$ cat config.mk
export PLATFORM = sky130hd
export DESIGN_NAME = brars_div
export DESIGN_NICKNAME = d
export VERILOG_FILES = /design/src/sv/brars_div.sv
export SDC_FILE = /design/constraint.sdc
export NUM_CORES = 1
export LEC_CHECK = 0
export BUFFER_PORTS_ARGS = -buffer_cell sky130_fd_sc_hd__buf_4
export CORE_MARGIN = 4
export CORE_UTILIZATION = 34
export DETAILED_ROUTE_END_ITERATION = 8
export GPL_ROUTABILITY_DRIVEN = 1
export GPL_TIMING_DRIVEN = 1
export PLACE_DENSITY_LB_ADDON = 0.2
export SLEW_MARGIN = 20
export SYNTH_ARGS = -nofsm -noshare
export SYNTH_HDL_FRONTEND = slang
export SYNTH_SLANG_ARGS = --single-unit
$ cat constraint.sdc
create_clock -name clk_i -period 9.4 [get_ports clk_i]
set_input_delay 1.41 -clock clk_i [delete_from_list [all_inputs] [get_ports clk_i]]
set_output_delay 1.41 -clock clk_i [all_outputs]
set_load 0.1 [all_outputs]
$ cat src/sv/brars_div.sv
// brars_div: restoring divider, one quotient bit per cycle; only the remainder is used.
// Dividend is left-aligned by the caller; runs iters_i steps. No dependencies.
`timescale 1ns / 1ps
`default_nettype none
module brars_div #(
  parameter int unsigned NUM_W = 96,
  parameter int unsigned DEN_W = 33
) (
  input  wire logic                       clk_i,
  input  wire logic                       rst_ni,
  input  wire logic                       start_i,
  input  wire logic [NUM_W-1:0]           num_i,
  input  wire logic [DEN_W-1:0]           den_i,
  input  wire logic [$clog2(NUM_W+1)-1:0] iters_i,
  output logic                            busy_o,
  output logic                            done_o,
  output logic [DEN_W-1:0]                rem_o
);
  localparam int unsigned IT_W = $clog2(NUM_W + 1);

  logic [NUM_W-1:0] num_q, num_d;
  logic [DEN_W-1:0] den_q, den_d;
  logic [DEN_W-1:0] rem_q, rem_d;
  logic [IT_W-1:0]  cnt_q, cnt_d;
  logic             busy_q, busy_d, done_q, done_d;
  logic [DEN_W:0]   rem_sh;
  logic             ge;

  assign rem_sh = {rem_q, num_q[NUM_W-1]};
  assign ge     = rem_sh >= {1'b0, den_q};

  always_comb begin
    num_d  = num_q;
    den_d  = den_q;
    rem_d  = rem_q;
    cnt_d  = cnt_q;
    busy_d = busy_q;
    done_d = 1'b0;
    if (start_i) begin
      num_d  = num_i;
      den_d  = den_i;
      rem_d  = '0;
      cnt_d  = iters_i;
      busy_d = 1'b1;
    end else if (busy_q) begin
      rem_d = ge ? DEN_W'(rem_sh - {1'b0, den_q}) : DEN_W'(rem_sh);
      num_d = {num_q[NUM_W-2:0], ge};
      cnt_d = cnt_q - 1'b1;
      if (cnt_q == IT_W'(1)) begin
        busy_d = 1'b0;
        done_d = 1'b1;
      end
    end
  end

  always_ff @(posedge clk_i or negedge rst_ni) begin
    if (!rst_ni) begin
      busy_q <= 1'b0;
      done_q <= 1'b0;
      cnt_q  <= '0;
    end else begin
      busy_q <= busy_d;
      done_q <= done_d;
      cnt_q  <= cnt_d;
    end
  end

  always_ff @(posedge clk_i) begin
    num_q <= num_d;
    den_q <= den_d;
    rem_q <= rem_d;
  end

  assign busy_o = busy_q;
  assign done_o = done_q;
  assign rem_o  = rem_q;
endmodule
`default_nettype wire

==> results.json, run 1 <==
{
  "drive_gt1_frac": 0.351,
  "routabilityCongestion": 0.816,
  "asyncSetResetFlopFracSynth": 0.0526,
  "clkTransAtPathRegs_ns": 0.07,
  "viasPerCell": 4.93,
  "cp.depth": 13,
  "antenna_found_initial": 0,
  "die_w_um": 169,
  "ys_warn_count": 0,
  "io_buffer_count": 173,
  "grt_overflow": 0,
  "placementRows": 58,
  "post_cts_buffers": 0,
  "syn_area_sq_um": 8860,
  "drtPass1Iterations": 4,
  "grt_max_degree": 87,
  "synth_cell_types": 60,
  "synth_nets": 901,
  "tightest_slew_ns": 1.00,
  "synth_edf_count": 129,
  "ant_nets": 0,
  "setup_viol": 0,
  "dr_total_vias": 6088,
  "clock_latency_ns": 0.44,
  "fp.dieArea_sq_um": 28700,
  "cts_resized": 0,
  "final_area_sq_um": 11100,
  "ys_seq_area_frac": 0.537,
  "critPathMaxStageDelay_ns": 0.52,
  "max_cap_violations": 0,
  "arrival_ns": 4.09,
  "end_kind": "register",
  "cts_hold_buf": 0,
  "start_util": 0.349,
  "crit_slowest_cell": "buf_4",
  "synth_ff_type": "edfxtp_1",
  "crit_family": "compound AO/OA/AOI/OAI gates",
  "cts_buffers": 17,
  "crit_required_ns": 9.73,
  "cts.path.max_buffers": 2,
  "antennaDiodeCount": 0,
  "report.final.hold_viol_count": 0,
  "dpl_cell_area_sq_um": 10500,
  "tritoncts": "built",
  "grt.total_usage": 0.142,
  "worstHoldPathCells": 2,
  "dp_slack_ns": 5.34,
  "fmax_ghz": 0.266,
  "fin_crit_sh": 0.400,
  "dp_hpwl_mm": 14.5,
  "core-area_sq_um": 25400,
  "synthCells": 726,
  "cellPowerDensity_nw_per_um2": 294,
  "routed_wirelength_mm": 20.7,
  "worst_slack_ns": 5.64,
  "worst-path-max-fanout": 35,
  "final_util": 0.436,
  "power_leakage_nw": 4.74,
  "status": "completed",
  "wl_per_cell_um": 16.7,
  "syn_area_per_cell_sq_um": 12.2,
  "fin_skew_ns": 0.0115,
  "rsz0062_at_grt": "no",
  "nets": 1068,
  "cp-start-kind": "register",
  "clockRootBuffer": "clkbuf_16",
  "grt_pass1_vias": 6143,
  "hold_path.class": "reg2reg",
  "fin_crit_ns": 3.76,
  "synth-seq-cells": 171,
  "fin_setup_tns_ns": 0,
  "die_y_um": 169,
  "drc": 0,
  "areaGrowthSynthToFinish_pct": 24.8,
  "worstSetupPathType": "reg2reg",
  "slew_viol_final": 0,
  "slew-limit-headroom": 0.331,
  "drt_iter0_drc": 276,
  "crit_buf_inv": 3,
  "power_w": 0.00325,
  "htreeDepth": 4,
  "reg2reg_depth": 13,
  "io_pins": 174,
  "grt_pass1_wl_mm": 32.6,
  "cp_cell_sequence": "inv_1 -> ha_1 -> inv_1 -> fa_1 -> a21o_1 -> a221oi_2 -> a21oi_2 -> o21ai_4 -> a21oi_2 -> a31oi_4 -> buf_4 -> mux2i_1 -> a211oi_1",
  "irDropWorstVdd_mv": 0.196,
  "cts_sinks": 171
}
final cells by class:
cell class                 instances  area [sq um]
timing repair buffer             178          1340
clock inverter                    14           146
multi-input combinational        482          3810
sequential                       171          4760
inverter                          43           164
clock buffer                      18           429
tap                              330           413
fill                            2419         14300
placed cells by master, fill, tap and decap left out, types with 11 or more instances in the layout:
cell	synthesis	final
clkbuf_16	0	17
mux2_2	96	96
o21ai_0	18	18
buf_4	0	176
xnor2_1	20	20
ha_1	35	35
nand2_1	44	44
xor2_1	15	15
mux2i_1	24	24
nand3_1	11	11
a211oi_1	24	24
a21oi_1	27	27
dfxtp_1	33	33
a21o_1	17	17
edfxtp_1	129	129
inv_1	43	42
nor2_1	47	47
cell usage after synthesis, types with 5 or more instances:
library cell / n / area (sq um)
nand4_1: 5 / 31.3
ha_1: 35 / 438
nor3_1: 9 / 45.0
o31ai_1: 5 / 37.5
dfrtp_1: 9 / 225
edfxtp_1: 129 / 3870
o211ai_1: 8 / 60.1
nand2b_1: 8 / 50.1
nor2_1: 47 / 176
nand2_1: 44 / 165
a21o_1: 17 / 128
a21oi_1: 27 / 135
xor2_1: 15 / 131
mux2i_1: 24 / 240
nand3_1: 11 / 55.1
a211oi_1: 24 / 180
mux2_2: 96 / 1080
dfxtp_1: 33 / 661
nor2b_1: 8 / 50.1
inv_1: 43 / 161
o21ai_0: 18 / 90.1
clkbuf_1: 22 / 82.6
xnor2_1: 20 / 175
worst reg2reg max path, cell delays in order (launching register included):
cell	delay [ns]
edfxtp_1	0.39
inv_1	0.07
ha_1	0.15
inv_1	0.05
fa_1	0.41
a21o_1	0.22
a221oi_2	0.35
a21oi_2	0.17
o21ai_4	0.26
a21oi_2	0.15
a31oi_4	0.49
buf_4	0.52
mux2i_1	0.15
a211oi_1	0.27
metrics by stage:
stage | hold slack (ns) | instances
2_1_floorplan | 0.525 | 726
3_3_place_gp | 0.513 | 1204
3_5_place_dp | 0.519 | 1204
4_1_cts | 0.530 | 1236
5_1_grt | 0.549 | 1236
6_report | 0.524 | 1236
layer usage:
layer | up-vias | share of wire | GRT usage
met4 | 0 | 0.015 | 0.0392
met2 | 161 | 0.45 | 0.223
met1 | 2866 | 0.44 | 0.178
met3 | 22 | 0.090 | 0.0657
met5 | - | 0 | 0
li1 | 3039 | - | -
final timing paths:
path                                start       end  slack, ns
worst max-delay path            num_q[95]  rem_o[4]       5.64
worst min register to register   rem_o[6]  rem_o[6]       0.52
min in group asynchronous          rst_ni  cnt_q[0]       0.78
worst min-delay path             rem_o[6]  rem_o[6]       0.52
max in group asynchronous          rst_ni    busy_o       8.46
worst max register to register  num_q[95]  rem_o[4]       5.64
kinds of logic (layout without fill, tap and decap cells):
kind of cell / count (synthesis) / count (layout) / synth area share
xor gates and xnor gates: 35 / 35 / 0.0346
muxes: 120 / 120 / 0.149
buffers and inverters: 73 / 253 / 0.0337
DFF: 171 / 171 / 0.537
AOI/OAI and AO/OA: 137 / 137 / 0.112
adders and majority gates: 36 / 36 / 0.0517
and+or+nand+nor: 154 / 154 / 0.0826
state kept, by name (all words and copies together) (netlist names):
signal and count:
num_q 96, den_q 33, rem_o 33, cnt_q 7
busy_o 1, done_o 1
where the power goes:
part	internal [W]	leakage [nW]	switching, W
Clock	0.000356	0.275	0.000345
Combinational	0.000516	2.75	0.000978
Sequential	0.000955	1.72	0.000100
Total	0.00183	4.74	0.00142
Note: power is estimated with default switching activity, not from simulation.
==> run 2, diff against run 1 <==
- ABC_AREA: default -> 1
- clock period: 9.4 -> 3.83 ns (I/O delays scaled with it)
==> results.json, run 2 <==
{
  "cts_buffers": 17,
  "tightest_slew_ns": 0.841,
  "grt_max_degree": 74,
  "ys_warn_count": 0,
  "htreeDepth": 4,
  "ys_seq_area_frac": 0.481,
  "synth_compound_area_frac": 0.0159,
  "crit_slowest_cell": "fa_1",
  "synth-xor-area-share": 0.0168,
  "clock_latency_ns": 0.44,
  "report.final.hold_viol_count": 0,
  "synthTopCellsByCount": "nand2_1, inv_1, edfxtp_1",
  "fin_skew_ns": 0.0162,
  "wl_met1_mm": 11.7,
  "io_buffer_count": 173,
  "fin_crit_ns": 2.65,
  "place_inst": 1826,
  "syn_area_sq_um": 9890,
  "synthMuxAreaShare": 0,
  "die_y_um": 179,
  "setup_viol": 0,
  "final_cells": 1860,
  "largest-register": "num_q",
  "synth_nets": 1472,
  "viasPerCell": 4.49,
  "cp.depth": 17,
  "synth-seq-cells": 171,
  "grt_pass1_wl_mm": 41.8,
  "die_w_um": 179,
  "synth-simple-area-share": 0.353,
  "synth_cell_types": 42,
  "drtPass1Iterations": 5,
  "ant_nets": 0,
  "cp-start-kind": "register",
  "synth_top_family_by_area": "simple AND/OR/NAND/NOR gates",
  "synth_top_area_cell": "edfxtp_1",
  "cts.path.max_buffers": 2,
  "dr_wl_met2_mm": 12.2,
  "asyncSetResetFlopFracSynth": 0.0526,
  "crit_buf_inv": 2,
  "synth_area_leaders": "edfxtp_1, nand2_1, dfxtp_1, inv_1, ha_1",
  "max_cap_violations": 0,
  "hold_path.class": "in2reg",
  "final_cell_mix": "nand2_1, buf_4, inv_1",
  "fp.dieArea_sq_um": 31900,
  "worstSetupPathType": "reg2reg",
  "core-area_sq_um": 28700,
  "wl_per_cell_um": 14.1,
  "grt.total_usage": 0.165,
  "arrival_ns": 3.03,
  "routed_wirelength_mm": 26.2,
  "status": "completed",
  "crit_family": "simple AND/OR/NAND/NOR gates",
  "clockRootBuffer": "clkbuf_16",
  "tritoncts": "built",
  "wl_met3_mm": 1.89,
  "start_util": 0.344,
  "whs_ns": 0.305,
  "fin_crit_sh": 0.692,
  "drt_iter0_drc": 600,
  "power_leakage_nw": 6.41,
  "worst-path-max-fanout": 35,
  "placementRows": 62,
  "fillCellCount": 2994,
  "critPathMaxStageDelay_ns": 0.40,
  "cp_cell_sequence": "inv_1 -> ha_1 -> inv_1 -> fa_1 -> nand2_1 -> nand2_2 -> nand3_2 -> nand2_2 -> nand2_2 -> nand2_4 -> nand2_2 -> nand2_2 -> nand2_4 -> nand2_8 -> nand2_1 -> nand3_1 -> nand2_1",
  "post_cts_buffers": 0,
  "crit_required_ns": 4.21,
  "cellPowerDensity_nw_per_um2": 542,
  "dr_total_vias": 8351,
  "slew-limit-headroom": 0.438,
  "synthCells": 1297,
  "fmax_ghz": 0.378,
  "routabilityCongestion": 0.987,
  "syn_area_per_cell_sq_um": 7.62,
  "reg2reg_depth": 17,
  "power_w": 0.00660,
  "areaGrowthSynthToFinish_pct": 23.2,
  "yosys.area_share.adder": 0.0463,
  "irDropWorstVdd_mv": 0.315,
  "final_common_cell": "nand2_1",
  "antenna_found_initial": 1,
  "cpMostUsedCell": "nand2_2",
  "synth_ff_type": "edfxtp_1",
  "io_pins": 174,
  "rsz0062_at_grt": "no",
  "slew_viol_final": 0,
  "nets": 1637,
  "synth.most_common_cell": "nand2_1",
  "worstHoldPathCells": 1,
  "clkTransAtPathRegs_ns": 0.08,
  "drive_gt1_frac": 0.166,
  "fin_setup_tns_ns": 0,
  "end_kind": "register",
  "largest_reg_flops": 96,
  "maxUsedRoutingLayer": "met5",
  "grt_pass1_vias": 8261,
  "cts_sinks": 171,
  "ff_latch_area_sq_um": 4760,
  "multiInputGateArea_sq_um": 4280,
  "drc": 0,
  "synth_edf_count": 129,
  "dp_hpwl_mm": 19.2,
  "grt_overflow": 0,
  "synth_top_area_share": 0.392
}
-- run 2: timing repair --
item | CTS | global route
hold endpoints to repair | 9 | 0
hold buffers | 1 | 0
gates resized for setup | 0 | 0
-- run 2: logic make-up (layout without fill, tap and decap cells) --
group                      Yosys count  in the layout
DFF                                171            171
adders and majority gates           36             36
other                                0              1
and+or+nand+nor                    830            830
AOI/OAI and AO/OA                   27             27
buffers and inverters              214            392
xor gates and xnor gates            19             19
-- run 2: worst paths after layout --
path	from	endpoint	slack (ns)
setup / recovery	num_q[95]	rem_o[21]	1.18
hold / removal	den_i[20]	den_q[20]	0.31
setup reg to reg	num_q[95]	rem_o[21]	1.18
hold reg to reg	rem_o[32]	rem_o[32]	0.48
max in group asynchronous	rst_ni	cnt_q[3]	3.16
min in group asynchronous	rst_ni	cnt_q[1]	0.53
-- run 2: worst reg2reg max path, stage by stage, from the launching register on --
cell	delay [ns]
edfxtp_1	0.36
inv_1	0.08
ha_1	0.14
inv_1	0.07
fa_1	0.40
nand2_1	0.11
nand2_2	0.07
nand3_2	0.06
nand2_2	0.07
nand2_2	0.08
nand2_4	0.06
nand2_2	0.07
nand2_2	0.07
nand2_4	0.39
nand2_8	0.23
nand2_1	0.17
nand3_1	0.08
nand2_1	0.08
-- run 2: stage by stage --
step                utilization  setup WS [ns]  area, sq um
detailed placement        0.403           1.18        11600
finish                    0.424           1.18        12200
global placement          0.403           1.27        11600
CTS                       0.424           1.17        12200
floorplan                     -          0.176         9890
global route              0.424          0.897        12200
-- run 2: final cells by class --
type,count,share of cell area
Tap cell,384,0.0394
Clock inverter,15,0.0142
Clock buffer,17,0.0349
Multi-Input combinational cell,912,0.351
Sequential cell,171,0.391
Antenna cell,1,0.000205
Inverter,176,0.0544
Timing Repair Buffer,184,0.115
-- run 2: power by group --
| group | leakage [nW] | internal [W] | total [W] | switching [W] |
|---|---|---|---|---|
| logic | 4.38 | 0.000754 | 0.00241 | 0.00166 |
| registers | 1.75 | 0.00225 | 0.00239 | 0.000139 |
| clock network | 0.286 | 0.000935 | 0.00180 | 0.000865 |
-- run 2: layer usage --
| layer | up-vias | GRT usage |
|---|---|---|
| met4 | 2 | 0.0429 |
| met3 | 28 | 0.0511 |
| li1 | 4365 | - |
| met2 | 196 | 0.272 |
| met1 | 3760 | 0.211 |
| met5 | - | 0 |
==> run 3, diff against run 2 <==
- clock period: 3.83 -> 2.3 ns (I/O delays scaled with it)
==> results.json, run 3 (synthesis gave the netlist of run 2 again) <==
{
  "status": "completed",
  "final_common_cell": "nand2_1",
  "tightest_slew_ns": 0.914,
  "final_cell_mix": "nand2_1, buf_4, inv_1",
  "nets": 1659,
  "core-area_sq_um": 28700,
  "io_pins": 174,
  "antenna_found_initial": 2,
  "io_buffer_count": 173,
  "slew-limit-headroom": 0.390,
  "irDropWorstVdd_mv": 0.542,
  "setup_viol": 0,
  "clkTransAtPathRegs_ns": 0.07,
  "use_met3": 0.0451,
  "cp-start-kind": "register",
  "busiest_layer": "met2",
  "dr_total_vias": 8644,
  "rsz0062_at_grt": "yes",
  "drt_iter0_drc": 582,
  "final_area_sq_um": 12800,
  "grt_overflow": 0,
  "largest-register": "num_q",
  "worst-path-max-fanout": 8,
  "clock_latency_ns": 0.45,
  "worst_slack_ns": 0.0738,
  "worstSetupPathType": "reg2reg",
  "viasPerCell": 4.60,
  "fin_crit_sh": 0.968,
  "min-delay-start": "den_i[7]",
  "report.final.hold_viol_count": 0,
  "fin_setup_tns_ns": 0,
  "grt_max_degree": 105,
  "end_kind": "register",
  "antennaDiodeCount": 0,
  "crit_required_ns": 2.49,
  "cts_sinks": 171,
  "fin_crit_ns": 2.23,
  "die_w_um": 179,
  "r2r_start": "num_q[95]",
  "slew_viol_final": 0,
  "start_util": 0.344,
  "dpl_cell_area_sq_um": 11700,
  "whs_endpoint": "den_q[7]",
  "drtPass1Iterations": 6,
  "wl_per_cell_um": 15.0,
  "reg2reg_depth": 15,
  "hold_path.class": "in2reg",
  "areaGrowthSynthToFinish_pct": 29.6,
  "arrival_ns": 2.41,
  "max_cap_violations": 0,
  "ff2ff_setup_slack_ns": 0.07,
  "grt.met1_usage": 0.220,
  "clockRootBuffer": "clkbuf_16",
  "ant_nets": 0,
  "r2r-end": "num_q[0]",
  "placementRows": 62,
  "largest_reg_flops": 96,
  "routabilityCongestion": 0.980,
  "dp_hpwl_mm": 19.8,
  "grt_pass1_vias": 8403,
  "cts_buffers": 17,
  "routed_wirelength_mm": 28.2,
  "fillCellCount": 2967,
  "fp.dieArea_sq_um": 31900,
  "htreeDepth": 4,
  "worstHoldPathCells": 1,
  "grt_pass1_wl_mm": 42.8,
  "die_y_um": 179,
  "grt.total_usage": 0.171,
  "drc": 0,
  "fin_skew_ns": 0.0208,
  "cts.path.max_buffers": 2,
  "power_leakage_nw": 6.61,
  "fmax_ghz": 0.449,
  "tritoncts": "built",
  "dp_slack_ns": -0.0130,
  "drive_gt1_frac": 0.225,
  "use_met2": 0.282,
  "cellPowerDensity_nw_per_um2": 907
}
[run 3: changes by cell type in the layout (fill, tap and decap cells not counted), moves of 4 or more]
cell	change
nand2_1	-12
nor2_1	-4
dfxtp_2	+32
buf_4	+10
nand2_2	+9
buf_12	+6
dfxtp_1	-32
ha_4	+14
ha_2	+4
ha_1	-18
[run 3: where the power goes]
part	leakage, nW	internal (W)	switching [W]
Clock	0.295	0.00173	0.00134
Combinational	4.55	0.00155	0.00294
Sequential	1.76	0.00378	0.000272
Total	6.61	0.00706	0.00456
[run 3: how the worst max path moves through the flow]
stage	slack, ns	from	endpoint	cells past startpoint
global placement	0.04	num_q[95]	rem_o[0]	17
global route	-0.08	den_q[19]	num_q[0]	9
floorplan	-0.42	busy_o	num_q[0]	3
finish	0.07	num_q[95]	num_q[0]	15
CTS	0.03	num_q[95]	rem_o[14]	17
detailed placement	-0.01	num_q[95]	rem_o[14]	17
[run 3: worst max-delay path, stage by stage (launching register included)]
cell,delay (ns)
edfxtp_1,0.38
inv_2,0.08
ha_4,0.14
inv_4,0.03
fa_2,0.37
nand2_2,0.08
nand2_2,0.06
nand3_2,0.06
nand2_2,0.06
nand2_2,0.07
nand2_4,0.06
nand2_4,0.08
nand2_4,0.07
nand2_8,0.17
buf_12,0.17
a31oi_1,0.09
[run 3: per-stage QoR]
stage,instances,hold slack (ns),utilization,power [W]
floorplan,1297,0.0494,-,0.00714
global placement,1836,0.178,0.409,0.00821
detailed placement,1836,0.180,0.409,0.00824
CTS,1867,0.0524,0.430,0.0114
global route,1879,0.0511,0.446,0.0123
finish,1879,0.0649,0.446,0.0116
[run 3: final cells by class]
class / count / area [sq um] / share of cell area
flip-flops and latches: 171 / 4800 / 0.375
multi-input cells: 914 / 4580 / 0.358
repair buffers: 204 / 1680 / 0.131
inverters: 176 / 667 / 0.0520
well taps: 384 / 480 / 0.0375
clock buffers: 17 / 425 / 0.0332
clock inverters: 13 / 178 / 0.0139
[run 3: what timing repair did]
| action | in CTS | in global routing |
|---|---|---|
| hold buffers | 1 | 0 |
| pin swaps | 0 | 45 |
| setup buffers | 0 | 7 |
| endpoints found under the setup margin | 18 | 34 |
| gates resized for setup | 2 | 58 |
| endpoints found under the hold margin | 9 | 0 |
| cloned | 0 | 5 |
[run 3: layer usage]
| metal | vias up | wire [um] |
|---|---|---|
| met1 | 3946 | 12600 |
| met3 | 43 | 1790 |
| met4 | 4 | 633 |
| li1 | 4407 | - |
| met2 | 244 | 13200 |
| met5 | - | 40 |
